[src/rtl/rph_pkg.sv]
package rph_pkg;

   localparam int INTEGRAL_BITS_DEF = 40;

   localparam int CSR_AW = 5;
   localparam int CSR_DW = 32;

   localparam logic [31:0] RAMP_POINT_RST = 32'd5898840;
   localparam logic [31:0] SOAK_POINT_RST = 32'd11797200;
   localparam logic [31:0] PEAK_POINT_RST = 32'd15729560;
   localparam logic [15:0] GAIN_P_RST     = 16'd512;
   localparam logic [15:0] GAIN_I_RST     = 16'd6;
   localparam logic [15:0] GAIN_D_RST     = 16'd2304;
   localparam logic [7:0]  DRIVE_MAX_RST  = 8'd255;
   localparam logic [7:0]  DRIVE_MIN_RST  = 8'd0;

   localparam logic [15:0] RAMP_MIN_SEC = 16'd90;
   localparam logic [11:0] SP_MAX       = 12'hFFF;
   localparam logic [15:0] FULL_OFF     = 16'hFFFF;
   localparam logic [15:0] DUTY_TOP     = 16'hFF00;

   localparam int DIV_STEPS = 32;
   localparam int DIV_CNT_W = $clog2(DIV_STEPS);

   typedef enum logic [2:0] {
      REG_RAMP_POINT,
      REG_SOAK_POINT,
      REG_PEAK_POINT,
      REG_GAIN_P,
      REG_GAIN_I,
      REG_GAIN_D,
      REG_DRIVE_MAX,
      REG_DRIVE_MIN
   } reg_idx_type;

   typedef struct packed {
      logic [31:0] ramp_point;
      logic [31:0] soak_point;
      logic [31:0] peak_point;
      logic [15:0] gain_p;
      logic [15:0] gain_i;
      logic [15:0] gain_d;
      logic [7:0]  drive_max;
      logic [7:0]  drive_min;
   } cfg_type;

   typedef struct packed {
      logic [11:0] temp_sample;
      logic [15:0] elapsed_seconds;
   } req_data_type;

   typedef struct packed {
      logic [15:0] heater_duty;
      logic [11:0] target_temp;
      logic [7:0]  drive_level;
      logic        profile_done;
   } rsp_data_type;

   typedef enum logic [2:0] {
      MODE_RAMP,
      MODE_SOAK,
      MODE_REFLOW,
      MODE_DONE,
      MODE_HOLD
   } mode_type;

   typedef enum logic [4:0] {
      OP_NONE,
      OP_LOAD,
      OP_MUL_RAMP,
      OP_DIV_RAMP,
      OP_DIV_SEG,
      OP_DIV_STEP,
      OP_SP_RAMP,
      OP_SP_RT,
      OP_MUL_SEG,
      OP_SP_SEG,
      OP_ERR,
      OP_MUL_I,
      OP_INT,
      OP_MUL_P,
      OP_ACC_P,
      OP_MUL_D,
      OP_ACC_D,
      OP_FINISH
   } op_type;

   typedef struct packed {
      op_type op;
   } cmd_type;

   typedef struct packed {
      mode_type mode;
      logic     rs_zero;
      logic     out_free;
   } status_type;

endpackage

[src/rtl/rph_csr.sv]
module rph_csr (
   input  logic                        clock,
   input  logic                        reset,
   input  logic                        psel,
   input  logic                        penable,
   input  logic                        pwrite,
   input  logic [rph_pkg::CSR_AW-1:0]  paddr,
   input  logic [rph_pkg::CSR_DW-1:0]  pwdata,
   output logic [rph_pkg::CSR_DW-1:0]  prdata,
   output logic                        pready,
   output rph_pkg::cfg_type            cfg
);
   import rph_pkg::*;

   cfg_type     cfg_ff, cfg_in;
   reg_idx_type idx;
   logic        wr_en;

   assign idx    = reg_idx_type'(paddr[CSR_AW-1:2]);
   assign wr_en  = psel && penable && pwrite;
   assign pready = 1'b1;
   assign cfg    = cfg_ff;

   always_comb begin
      cfg_in = cfg_ff;
      if (wr_en) begin
         unique case (idx)
            REG_RAMP_POINT: cfg_in.ramp_point = pwdata;
            REG_SOAK_POINT: cfg_in.soak_point = pwdata;
            REG_PEAK_POINT: cfg_in.peak_point = pwdata;
            REG_GAIN_P:     cfg_in.gain_p     = pwdata[15:0];
            REG_GAIN_I:     cfg_in.gain_i     = pwdata[15:0];
            REG_GAIN_D:     cfg_in.gain_d     = pwdata[15:0];
            REG_DRIVE_MAX:  cfg_in.drive_max  = pwdata[7:0];
            REG_DRIVE_MIN:  cfg_in.drive_min  = pwdata[7:0];
            default:        cfg_in = cfg_ff;
         endcase
      end
   end

   always_comb begin
      unique case (idx)
         REG_RAMP_POINT: prdata = cfg_ff.ramp_point;
         REG_SOAK_POINT: prdata = cfg_ff.soak_point;
         REG_PEAK_POINT: prdata = cfg_ff.peak_point;
         REG_GAIN_P:     prdata = {16'h0, cfg_ff.gain_p};
         REG_GAIN_I:     prdata = {16'h0, cfg_ff.gain_i};
         REG_GAIN_D:     prdata = {16'h0, cfg_ff.gain_d};
         REG_DRIVE_MAX:  prdata = {24'h0, cfg_ff.drive_max};
         REG_DRIVE_MIN:  prdata = {24'h0, cfg_ff.drive_min};
         default:        prdata = '0;
      endcase
   end

   always_ff @(posedge clock) begin
      if (reset) begin
         cfg_ff.ramp_point <= RAMP_POINT_RST;
         cfg_ff.soak_point <= SOAK_POINT_RST;
         cfg_ff.peak_point <= PEAK_POINT_RST;
         cfg_ff.gain_p     <= GAIN_P_RST;
         cfg_ff.gain_i     <= GAIN_I_RST;
         cfg_ff.gain_d     <= GAIN_D_RST;
         cfg_ff.drive_max  <= DRIVE_MAX_RST;
         cfg_ff.drive_min  <= DRIVE_MIN_RST;
      end else begin
         cfg_ff <= cfg_in;
      end
   end

endmodule

[src/rtl/rph_ctrl.sv]
module rph_ctrl (
   input  logic                clock,
   input  logic                reset,
   input  logic                req_valid,
   output logic                req_stall,
   input  rph_pkg::status_type status,
   output rph_pkg::cmd_type    cmd
);
   import rph_pkg::*;

   typedef enum logic [4:0] {
      S_IDLE,
      S_DECIDE,
      S_MUL_RAMP,
      S_DIV_RAMP,
      S_DIV_SEG,
      S_DIV_RUN,
      S_SP_RAMP,
      S_SP_RT,
      S_MUL_SEG,
      S_SP_SEG,
      S_PID_ERR,
      S_MUL_I,
      S_INT,
      S_MUL_P,
      S_ACC_P,
      S_MUL_D,
      S_ACC_D,
      S_FIN
   } state_type;

   state_type              state_ff, state_in;
   logic [DIV_CNT_W-1:0]   cnt_ff, cnt_in;
   logic                   accept;

   assign req_stall = (state_ff != S_IDLE);
   assign accept    = req_valid && !req_stall;

   always_comb begin
      state_in = state_ff;
      cmd.op   = OP_NONE;
      cnt_in   = '0;
      unique case (state_ff)
         S_IDLE: begin
            if (accept) begin
               cmd.op   = OP_LOAD;
               state_in = S_DECIDE;
            end
         end
         S_DECIDE: begin
            unique case (status.mode)
               MODE_RAMP:   state_in = status.rs_zero ? S_SP_RT : S_MUL_RAMP;
               MODE_SOAK,
               MODE_REFLOW: state_in = S_DIV_SEG;
               MODE_DONE:   state_in = S_FIN;
               default:     state_in = S_PID_ERR;
            endcase
         end
         S_MUL_RAMP: begin
            cmd.op   = OP_MUL_RAMP;
            state_in = S_DIV_RAMP;
         end
         S_DIV_RAMP: begin
            cmd.op   = OP_DIV_RAMP;
            state_in = S_DIV_RUN;
         end
         S_DIV_SEG: begin
            cmd.op   = OP_DIV_SEG;
            state_in = S_DIV_RUN;
         end
         S_DIV_RUN: begin
            cmd.op = OP_DIV_STEP;
            cnt_in = cnt_ff + 1'b1;
            if (cnt_ff == DIV_CNT_W'(DIV_STEPS - 1)) begin
               state_in = (status.mode == MODE_RAMP) ? S_SP_RAMP : S_MUL_SEG;
            end
         end
         S_SP_RAMP: begin
            cmd.op   = OP_SP_RAMP;
            state_in = S_PID_ERR;
         end
         S_SP_RT: begin
            cmd.op   = OP_SP_RT;
            state_in = S_PID_ERR;
         end
         S_MUL_SEG: begin
            cmd.op   = OP_MUL_SEG;
            state_in = S_SP_SEG;
         end
         S_SP_SEG: begin
            cmd.op   = OP_SP_SEG;
            state_in = S_PID_ERR;
         end
         S_PID_ERR: begin
            cmd.op   = OP_ERR;
            state_in = S_MUL_I;
         end
         S_MUL_I: begin
            cmd.op   = OP_MUL_I;
            state_in = S_INT;
         end
         S_INT: begin
            cmd.op   = OP_INT;
            state_in = S_MUL_P;
         end
         S_MUL_P: begin
            cmd.op   = OP_MUL_P;
            state_in = S_ACC_P;
         end
         S_ACC_P: begin
            cmd.op   = OP_ACC_P;
            state_in = S_MUL_D;
         end
         S_MUL_D: begin
            cmd.op   = OP_MUL_D;
            state_in = S_ACC_D;
         end
         S_ACC_D: begin
            cmd.op   = OP_ACC_D;
            state_in = S_FIN;
         end
         S_FIN: begin
            // wait for the output register to free up
            if (status.out_free) begin
               cmd.op   = OP_FINISH;
               state_in = S_IDLE;
            end
         end
         default: state_in = S_IDLE;
      endcase
   end

   always_ff @(posedge clock) begin
      if (reset) begin
         state_ff <= S_IDLE;
         cnt_ff   <= '0;
      end else begin
         state_ff <= state_in;
         cnt_ff   <= cnt_in;
      end
   end

   a_accept_decide: assert property (@(posedge clock) disable iff (reset)
      accept |=> state_ff == S_DECIDE)
      else $error("accepted transfer did not start decode");

   a_cnt_div_only: assert property (@(posedge clock) disable iff (reset)
      cnt_ff != '0 |-> state_ff == S_DIV_RUN)
      else $error("divide counter running outside divide");

   a_finish_free: assert property (@(posedge clock) disable iff (reset)
      cmd.op == OP_FINISH |-> status.out_free)
      else $error("result written into a busy output register");

endmodule

[src/rtl/rph_dp.sv]
module rph_dp #(
   parameter int INTEGRAL_BITS = rph_pkg::INTEGRAL_BITS_DEF
) (
   input  logic                  clock,
   input  logic                  reset,
   input  rph_pkg::cfg_type      cfg,
   input  rph_pkg::req_data_type req_data,
   input  rph_pkg::cmd_type      cmd,
   output rph_pkg::status_type   status,
   output logic                  rsp_valid,
   input  logic                  rsp_stall,
   output rph_pkg::rsp_data_type rsp_data
);
   import rph_pkg::*;

   localparam int IB = INTEGRAL_BITS;
   // integral update width: covers both the accumulator and a 34-bit product
   localparam int SW = ((IB > 34) ? IB : 34) + 1;
   localparam logic signed [SW-1:0] I_HI = {{(SW - IB + 1){1'b0}}, {(IB - 1){1'b1}}};
   localparam logic signed [SW-1:0] I_LO = ~I_HI;

   logic [15:0] rt, rs, st, ss, pt, ps;
   logic [15:0] seg_at, seg_bt, seg_as, seg_bs;
   logic [15:0] tin, sin;
   mode_type    mode_in;

   logic [11:0]            t_ff;
   logic [15:0]            s_ff;
   mode_type               mode_ff;
   logic [11:0]            sp_ff;
   logic signed [IB-1:0]   integ_ff;
   logic signed [13:0]     perr_ff;
   logic signed [12:0]     err_ff;
   logic signed [33:0]     prod_ff;
   logic signed [34:0]     acc_ff;
   logic [15:0]            rem_ff, den_ff;
   logic [31:0]            dq_ff;
   logic                   rsp_valid_ff;
   rsp_data_type           rsp_ff;

   logic signed [16:0]     mul_a, mul_b;
   logic signed [33:0]     mul_p;
   logic signed [14:0]     derr;
   logic [16:0]            trial;
   logic                   trial_ge;
   logic [31:0]            q_min;
   logic [32:0]            seg_val;
   logic signed [SW-1:0]   isum;
   logic signed [SW:0]     total, mx, mn;
   logic [15:0]            drive;
   logic                   out_free;

   assign rt = cfg.ramp_point[15:0];
   assign rs = cfg.ramp_point[31:16];
   assign st = cfg.soak_point[15:0];
   assign ss = cfg.soak_point[31:16];
   assign pt = cfg.peak_point[15:0];
   assign ps = cfg.peak_point[31:16];

   assign tin = {4'h0, req_data.temp_sample};
   assign sin = req_data.elapsed_seconds;

   always_comb begin
      if (tin < rt || sin < RAMP_MIN_SEC) begin
         mode_in = MODE_RAMP;
      end else if (tin > rt && tin < st && sin > rs && sin < ss) begin
         mode_in = MODE_SOAK;
      end else if (tin > st && tin < pt && sin > ss && sin < ps) begin
         mode_in = MODE_REFLOW;
      end else if (tin > pt || sin > ps) begin
         mode_in = MODE_DONE;
      end else begin
         mode_in = MODE_HOLD;
      end
   end

   always_comb begin
      if (mode_ff == MODE_SOAK) begin
         seg_at = rt;
         seg_bt = st;
         seg_as = rs;
         seg_bs = ss;
      end else begin
         seg_at = st;
         seg_bt = pt;
         seg_as = ss;
         seg_bs = ps;
      end
   end

   assign derr = 15'(err_ff) - 15'(perr_ff);

   // shared multiplier, operands chosen by the current step
   always_comb begin
      case (cmd.op)
         OP_MUL_RAMP: begin
            mul_a = {1'b0, s_ff};
            mul_b = {1'b0, rt};
         end
         OP_MUL_SEG: begin
            mul_a = {1'b0, s_ff - seg_as};
            mul_b = {1'b0, dq_ff[15:0]};
         end
         OP_MUL_I: begin
            mul_a = {1'b0, cfg.gain_i};
            mul_b = 17'(err_ff);
         end
         OP_MUL_P: begin
            mul_a = {1'b0, cfg.gain_p};
            mul_b = 17'(err_ff);
         end
         OP_MUL_D: begin
            mul_a = {1'b0, cfg.gain_d};
            mul_b = 17'(derr);
         end
         default: begin
            mul_a = '0;
            mul_b = '0;
         end
      endcase
   end

   assign mul_p = mul_a * mul_b;

   // restoring divide, one quotient bit per step
   assign trial    = {rem_ff, dq_ff[31]};
   assign trial_ge = trial >= {1'b0, den_ff};

   assign q_min   = (dq_ff < {16'h0, rt}) ? dq_ff : {16'h0, rt};
   assign seg_val = {1'b0, prod_ff[31:0]} + {17'h0, seg_at};

   assign isum  = SW'(integ_ff) + SW'(prod_ff);
   assign total = (SW + 1)'(integ_ff) + (SW + 1)'(acc_ff);
   assign mx    = {{(SW - 15){1'b0}}, cfg.drive_max, 8'h00};
   assign mn    = {{(SW - 15){1'b0}}, cfg.drive_min, 8'h00};

   always_comb begin
      if (total > mx) begin
         drive = mx[15:0];
      end else if (total < mn) begin
         drive = mn[15:0];
      end else begin
         drive = total[15:0];
      end
   end

   assign out_free        = !rsp_valid_ff || !rsp_stall;
   assign status.mode     = mode_ff;
   assign status.rs_zero  = (rs == 16'h0);
   assign status.out_free = out_free;
   assign rsp_valid       = rsp_valid_ff;
   assign rsp_data        = rsp_ff;

   always_ff @(posedge clock) begin
      case (cmd.op)
         OP_LOAD: begin
            t_ff    <= req_data.temp_sample;
            s_ff    <= req_data.elapsed_seconds;
            mode_ff <= mode_in;
         end
         OP_DIV_RAMP: begin
            dq_ff  <= prod_ff[31:0];
            den_ff <= rs;
            rem_ff <= '0;
         end
         OP_DIV_SEG: begin
            dq_ff  <= {16'h0, seg_bt - seg_at};
            den_ff <= seg_bs - seg_as;
            rem_ff <= '0;
         end
         OP_DIV_STEP: begin
            rem_ff <= trial_ge ? 16'(trial - {1'b0, den_ff}) : trial[15:0];
            dq_ff  <= {dq_ff[30:0], trial_ge};
         end
         OP_MUL_RAMP, OP_MUL_SEG, OP_MUL_I, OP_MUL_P, OP_MUL_D: begin
            prod_ff <= mul_p;
         end
         OP_ERR: begin
            err_ff <= $signed({1'b0, sp_ff}) - $signed({1'b0, t_ff});
         end
         OP_ACC_P: begin
            acc_ff <= 35'(prod_ff);
         end
         OP_ACC_D: begin
            acc_ff <= acc_ff + 35'(prod_ff);
         end
         OP_FINISH: begin
            if (mode_ff == MODE_DONE) begin
               rsp_ff.heater_duty  <= FULL_OFF;
               rsp_ff.target_temp  <= '0;
               rsp_ff.drive_level  <= '0;
               rsp_ff.profile_done <= 1'b1;
            end else begin
               rsp_ff.heater_duty  <= DUTY_TOP - drive;
               rsp_ff.target_temp  <= sp_ff;
               rsp_ff.drive_level  <= drive[15:8];
               rsp_ff.profile_done <= 1'b0;
            end
         end
         default: ;
      endcase
   end

   // PID and setpoint state
   always_ff @(posedge clock) begin
      if (reset) begin
         sp_ff    <= '0;
         integ_ff <= '0;
         perr_ff  <= '0;
      end else begin
         case (cmd.op)
            OP_SP_RAMP: sp_ff <= (q_min > 32'(SP_MAX)) ? SP_MAX : q_min[11:0];
            OP_SP_RT:   sp_ff <= (rt > 16'(SP_MAX)) ? SP_MAX : rt[11:0];
            OP_SP_SEG:  sp_ff <= (seg_val > 33'(SP_MAX)) ? SP_MAX : seg_val[11:0];
            OP_INT: begin
               if (isum > I_HI) begin
                  integ_ff <= I_HI[IB-1:0];
               end else if (isum < I_LO) begin
                  integ_ff <= I_LO[IB-1:0];
               end else begin
                  integ_ff <= isum[IB-1:0];
               end
            end
            OP_FINISH: begin
               if (mode_ff == MODE_DONE) begin
                  sp_ff <= '0;
               end else begin
                  perr_ff <= 14'(err_ff);
               end
            end
            default: ;
         endcase
      end
   end

   always_ff @(posedge clock) begin
      if (reset) begin
         rsp_valid_ff <= 1'b0;
      end else if (cmd.op == OP_FINISH) begin
         rsp_valid_ff <= 1'b1;
      end else if (!rsp_stall) begin
         rsp_valid_ff <= 1'b0;
      end
   end

   a_finish_valid: assert property (@(posedge clock) disable iff (reset)
      cmd.op == OP_FINISH |=> rsp_valid_ff)
      else $error("finished result not presented");

   a_done_clears_sp: assert property (@(posedge clock) disable iff (reset)
      cmd.op == OP_FINISH && mode_ff == MODE_DONE |=> sp_ff == '0)
      else $error("setpoint not cleared after profile end");

   a_done_full_off: assert property (@(posedge clock) disable iff (reset)
      rsp_valid_ff && rsp_ff.profile_done |-> rsp_ff.heater_duty == FULL_OFF)
      else $error("heater not off on finished profile");

endmodule

[src/rtl/reflow_profile_pid_heater_top.sv]
// Reflow profile PID heater controller. Each sample transfer (temperature in quarter
// degrees and elapsed seconds) yields one result: setpoint, clamped drive, inverted
// 16-bit PWM duty and a done flag. One sample is processed at a time. Work on a sample
// on a ramp or soak/reflow segment is dominated by the 32-step restoring divider and
// the shared 17x17 multiplier that the PID terms pass through one after another; a
// held setpoint and a zero ramp second skip the divider, and a finished profile skips
// the PID terms as well. A new sample is taken while the previous result is still
// waiting at the output. Integral state saturates at INTEGRAL_BITS.
module reflow_profile_pid_heater_top #(
   parameter int INTEGRAL_BITS = rph_pkg::INTEGRAL_BITS_DEF
) (
   input  logic                        clock,
   input  logic                        reset,
   input  logic                        req_valid,
   output logic                        req_stall,
   input  rph_pkg::req_data_type       req_data,
   output logic                        rsp_valid,
   input  logic                        rsp_stall,
   output rph_pkg::rsp_data_type       rsp_data,
   input  logic                        psel,
   input  logic                        penable,
   input  logic                        pwrite,
   input  logic [rph_pkg::CSR_AW-1:0]  paddr,
   input  logic [rph_pkg::CSR_DW-1:0]  pwdata,
   output logic [rph_pkg::CSR_DW-1:0]  prdata,
   output logic                        pready
);
   import rph_pkg::*;

   cfg_type    cfg;
   cmd_type    cmd;
   status_type status;

   rph_csr u_csr (
      .clock   (clock),
      .reset   (reset),
      .psel    (psel),
      .penable (penable),
      .pwrite  (pwrite),
      .paddr   (paddr),
      .pwdata  (pwdata),
      .prdata  (prdata),
      .pready  (pready),
      .cfg     (cfg)
   );

   rph_ctrl u_ctrl (
      .clock     (clock),
      .reset     (reset),
      .req_valid (req_valid),
      .req_stall (req_stall),
      .status    (status),
      .cmd       (cmd)
   );

   rph_dp #(
      .INTEGRAL_BITS (INTEGRAL_BITS)
   ) u_dp (
      .clock     (clock),
      .reset     (reset),
      .cfg       (cfg),
      .req_data  (req_data),
      .cmd       (cmd),
      .status    (status),
      .rsp_valid (rsp_valid),
      .rsp_stall (rsp_stall),
      .rsp_data  (rsp_data)
   );

endmodule
[config.mk]
export PLATFORM = sky130hd
export DESIGN_NAME = reflow_profile_pid_heater_top
export DESIGN_NICKNAME = d
export VERILOG_FILES = /design/src/rtl/rph_pkg.sv /design/src/rtl/rph_csr.sv /design/src/rtl/rph_ctrl.sv /design/src/rtl/rph_dp.sv /design/src/rtl/reflow_profile_pid_heater_top.sv
export SDC_FILE = /design/constraint.sdc
export NUM_CORES = 2
export LEC_CHECK = 0
export ABC_CLOCK_PERIOD_IN_PS = 30500
export BUFFER_PORTS_ARGS = -buffer_cell sky130_fd_sc_hd__buf_2
export CORE_ASPECT_RATIO = 0.7
export CORE_MARGIN = 10
export CORE_UTILIZATION = 40
export CTS_BUF_LIST = sky130_fd_sc_hd__clkbuf_8
export DETAILED_ROUTE_END_ITERATION = 12
export PLACE_DENSITY = 0.61
export SYNTH_ARGS = -nofsm -noshare
export SYNTH_HDL_FRONTEND = slang
export SYNTH_SLANG_ARGS = --single-unit
export TNS_END_PERCENT = 10
[constraint.sdc]
create_clock -name clock -period 30.5 [get_ports clock]
set_input_delay 6.1 -clock clock [delete_from_list [all_inputs] [get_ports clock]]
set_output_delay 6.1 -clock clock [all_outputs]
set_load 0.02 [all_outputs]
==> results.json <==
{
  "post_cts_buffers": 0,
  "p_per_area_nw_per_um2": 43.97,
  "postLayoutCellArea_um2": 46990,
  "hp-class": "flip-flop to flip-flop",
  "synthDistinctLibCells": 92,
  "rows": 100,
  "async_flop_share": 0,
  "worstSetupPathType": "input pin to primary output",
  "setup_viol": 0,
  "vias": 38600,
  "finalMaxSlewViolations": 0,
  "cts_root_buf": "clkbuf_8",
  "pwr-share-seq": 0.370,
  "dieArea_um2": 121200,
  "overflow": 0,
  "max_slew_margin": 0.08998,
  "fin_crit_sh": 0.4994,
  "grt_pass1_wl_mm": 218.0,
  "final_hold_viol_count": 0,
  "synth-edff-count": 214,
  "syn_nets": 5944,
  "power.switching_uw": 807.4,
  "synth-seq-cells": 450,
  "syn2layout_area_growth_pct": 9.340,
  "ioPinCount": 144,
  "clock_skew_ns": 0.07548,
  "p_leak_nw": 20.71,
  "cts_tree": "done",
  "cts_hold_buffers": 0,
  "synth-main-ff-cell": "dfxtp_1",
  "clkTransAtPathRegs_ns": 0.05,
  "synth_area_um2": 42980,
  "cp_max_fo": 54,
  "ant_nets": 0,
  "topRoutingLayerUsed": "met4",
  "start_kind": "input pin",
  "worst_slew_pin_slew_ns": 1.346,
  "die_width_um": 411.8,
  "fmax_mhz": 65.65,
  "peakVddDrop_v": 0.00003250,
  "max_cap_viol_count": 0,
  "numPortBuffers": 140,
  "first_pass_iters": 7,
  "drive_gt1_frac": 0.08013,
  "p_comb_frac": 0.336,
  "die_y_um": 294.2,
  "drtIter0Drc": 3827,
  "place_congestion": 0.9578,
  "setup_tns_ns": 0,
  "dpl.hpwl_mm": 110.4,
  "avgRoutedWirePerCell_um": 20.88,
  "antenna_found_initial": 3,
  "grt_pass1_vias": 36400,
  "wl_met2_mm": 55.22,
  "holdWs_ns": 0.4610,
  "layout.nets": 6016,
  "met3_length_mm": 16.71,
  "outcome": "finished clean",
  "grt_max_degree": 84,
  "pwr-share-clk": 0.294,
  "post_dp_cell_area_um2": 45320,
  "crit_path_cell_trace": "buf_2 -> buf_4 -> clkinv_1 -> nor2_1 -> buf_4 -> a22o_1 -> a221oi_1 -> a31oi_1 -> buf_2",
  "synth_cells": 5194,
  "finalCriticalPeriod_ns": 15.23,
  "ys_seq_area_frac": 0.2595,
  "power.internal_mw": 1.259,
  "power_switching_share": 0.3908,
  "cts_resized": 0,
  "drc": 0,
  "avgSynthCellArea_um2": 8.274,
  "wl_mm": 141.1,
  "multi_input_area_um2": 29140,
  "ctsLongestPathBuffers": 3,
  "cp_slowest_cell": "clkinv_1",
  "cp.arrival_ns": 9.13,
  "slowest_delay_ns": 0.82,
  "h-tree-depth": 3,
  "cts_buffers": 80,
  "worstPathRequired_ns": 24.40,
  "cts_sinks": 450,
  "met1_length_mm": 65.96,
  "coreArea_um2": 106500,
  "fill_cells": 10620,
  "viasPerCell": 5.711,
  "yosysWarnings": 0,
  "grt_usage": 0.2282,
  "rsz0062_at_grt": "no",
  "worst_setup_path_end_kind": "primary output",
  "clock_latency_ns": 0.78,
  "regArea_um2": 11150,
  "initial_core_util": 0.4036
}
-- path summary, 6_finish.rpt --
path	slack, ns	from	depth (start not counted)	end
max	15.27	paddr[3]	9	prdata[7]
min	0.46	u_ctrl.cnt_ff[0]	1	u_ctrl.cnt_ff[0]
max reg2reg	18.96	u_dp.mode_ff[2]	41	u_dp.prod_ff[32]
min reg2reg	0.46	u_ctrl.cnt_ff[0]	1	u_ctrl.cnt_ff[0]
-- state kept, by name (all words and copies together) (netlist names), 3 cells and up --
name	flops
u_csr.cfg	160
u_dp.dq_ff	32
u_dp.den_ff	16
u_dp.rem_ff	16
u_dp.prod_ff	34
u_dp.mode_ff	3
u_ctrl.cnt_ff	5
u_dp.acc_ff	35
u_dp.s_ff	16
u_dp.integ_ff	40
u_dp.err_ff	13
u_dp.rsp_data	37
u_dp.sp_ff	12
u_dp.perr_ff	13
u_dp.t_ff	12
u_ctrl.state_ff	5
-- metal layers --
metal  GRT usage  vias up
met2      0.3166     1659
met1      0.3402    18450
met4     0.05517        0
met5           0        -
met3     0.06639      193
li1            -    18290
-- stage by stage --
step           cells    util  power (mW)  setup WS (ns)
5_1_grt         6758  0.4413       2.177          15.20
3_3_place_gp    6612  0.4256       1.442          15.43
4_1_cts         6757  0.4413       2.060          15.42
6_report        6758  0.4413       2.066          15.27
2_1_floorplan   5194       -       1.226          16.40
3_5_place_dp    6612  0.4256       1.452          15.43
-- logic make-up after synthesis --
logic type                 after synthesis  synth area share
AOI/OAI and AO/OA                     1424            0.2088
xor gates and xnor gates               195           0.03974
adders and majority gates              685            0.2373
buffers and inverters                  758           0.06687
DFF                                    450            0.2595
muxes                                   95           0.02399
other                                    1        0.00008726
and+or+nand+nor                       1586            0.1637
-- layout by cell type (no fill, tap or decap), types with 45 or more instances in the layout --
| cell type | count |
|---|---|
| fa_1 | 219 |
| a21oi_1 | 473 |
| mux2i_1 | 67 |
| nor2_1 | 482 |
| dfxtp_1 | 236 |
| ha_1 | 459 |
| buf_2 | 139 |
| nand2_1 | 627 |
| clkbuf_8 | 99 |
| xnor2_1 | 127 |
| a22oi_1 | 51 |
| nand4_1 | 52 |
| edfxtp_1 | 214 |
| inv_1 | 559 |
| a21o_1 | 137 |
| nand2b_1 | 56 |
| nand3_1 | 72 |
| xor2_1 | 67 |
| o21ai_0 | 310 |
| a211oi_1 | 65 |
| nor2b_1 | 45 |
| buf_4 | 69 |
| nor3_1 | 65 |
-- final cells by class --
type | instances | area share
Multi-Input combinational cell | 3986 | 0.6200
Antenna cell | 1 | 0.00005325
Clock inverter | 46 | 0.006470
Tap cell | 1428 | 0.03802
Inverter | 539 | 0.04306
Sequential cell | 450 | 0.2373
Timing Repair Buffer | 209 | 0.02607
Clock buffer | 99 | 0.02900
-- Yosys cell counts (72+ instances only) --
library cell | number | area (µm²)
fa_1 | 219 | 4384
inv_1 | 538 | 2019
nand3_1 | 72 | 360.4
ha_1 | 459 | 5743
edfxtp_1 | 214 | 6426
o21ai_0 | 312 | 1562
a21oi_1 | 475 | 2377
dfxtp_1 | 236 | 4725
nor2_1 | 485 | 1821
xnor2_1 | 128 | 1121
a21o_1 | 137 | 1028
nand2_1 | 628 | 2357
clkbuf_1 | 194 | 728.2
nor3_1 | 76 | 380.4
-- power by group through the flow --
stage | Clock, mW | Combinational [mW] | Sequential [mW]
3_3_place_gp | 0 | 0.668 | 0.774
2_1_floorplan | 0 | 0.489 | 0.736
6_report | 0.608 | 0.694 | 0.764
4_1_cts | 0.616 | 0.683 | 0.761
5_1_grt | 0.641 | 0.770 | 0.767
3_5_place_dp | 0 | 0.678 | 0.774
-- critical path: cells and delay by family --
kind            cells  cell delay [ns]
compound gates      3             0.53
buf+inv             5             2.08
simple gates        1             0.35
No activity file was read; power rests on OpenSTA's default activity.
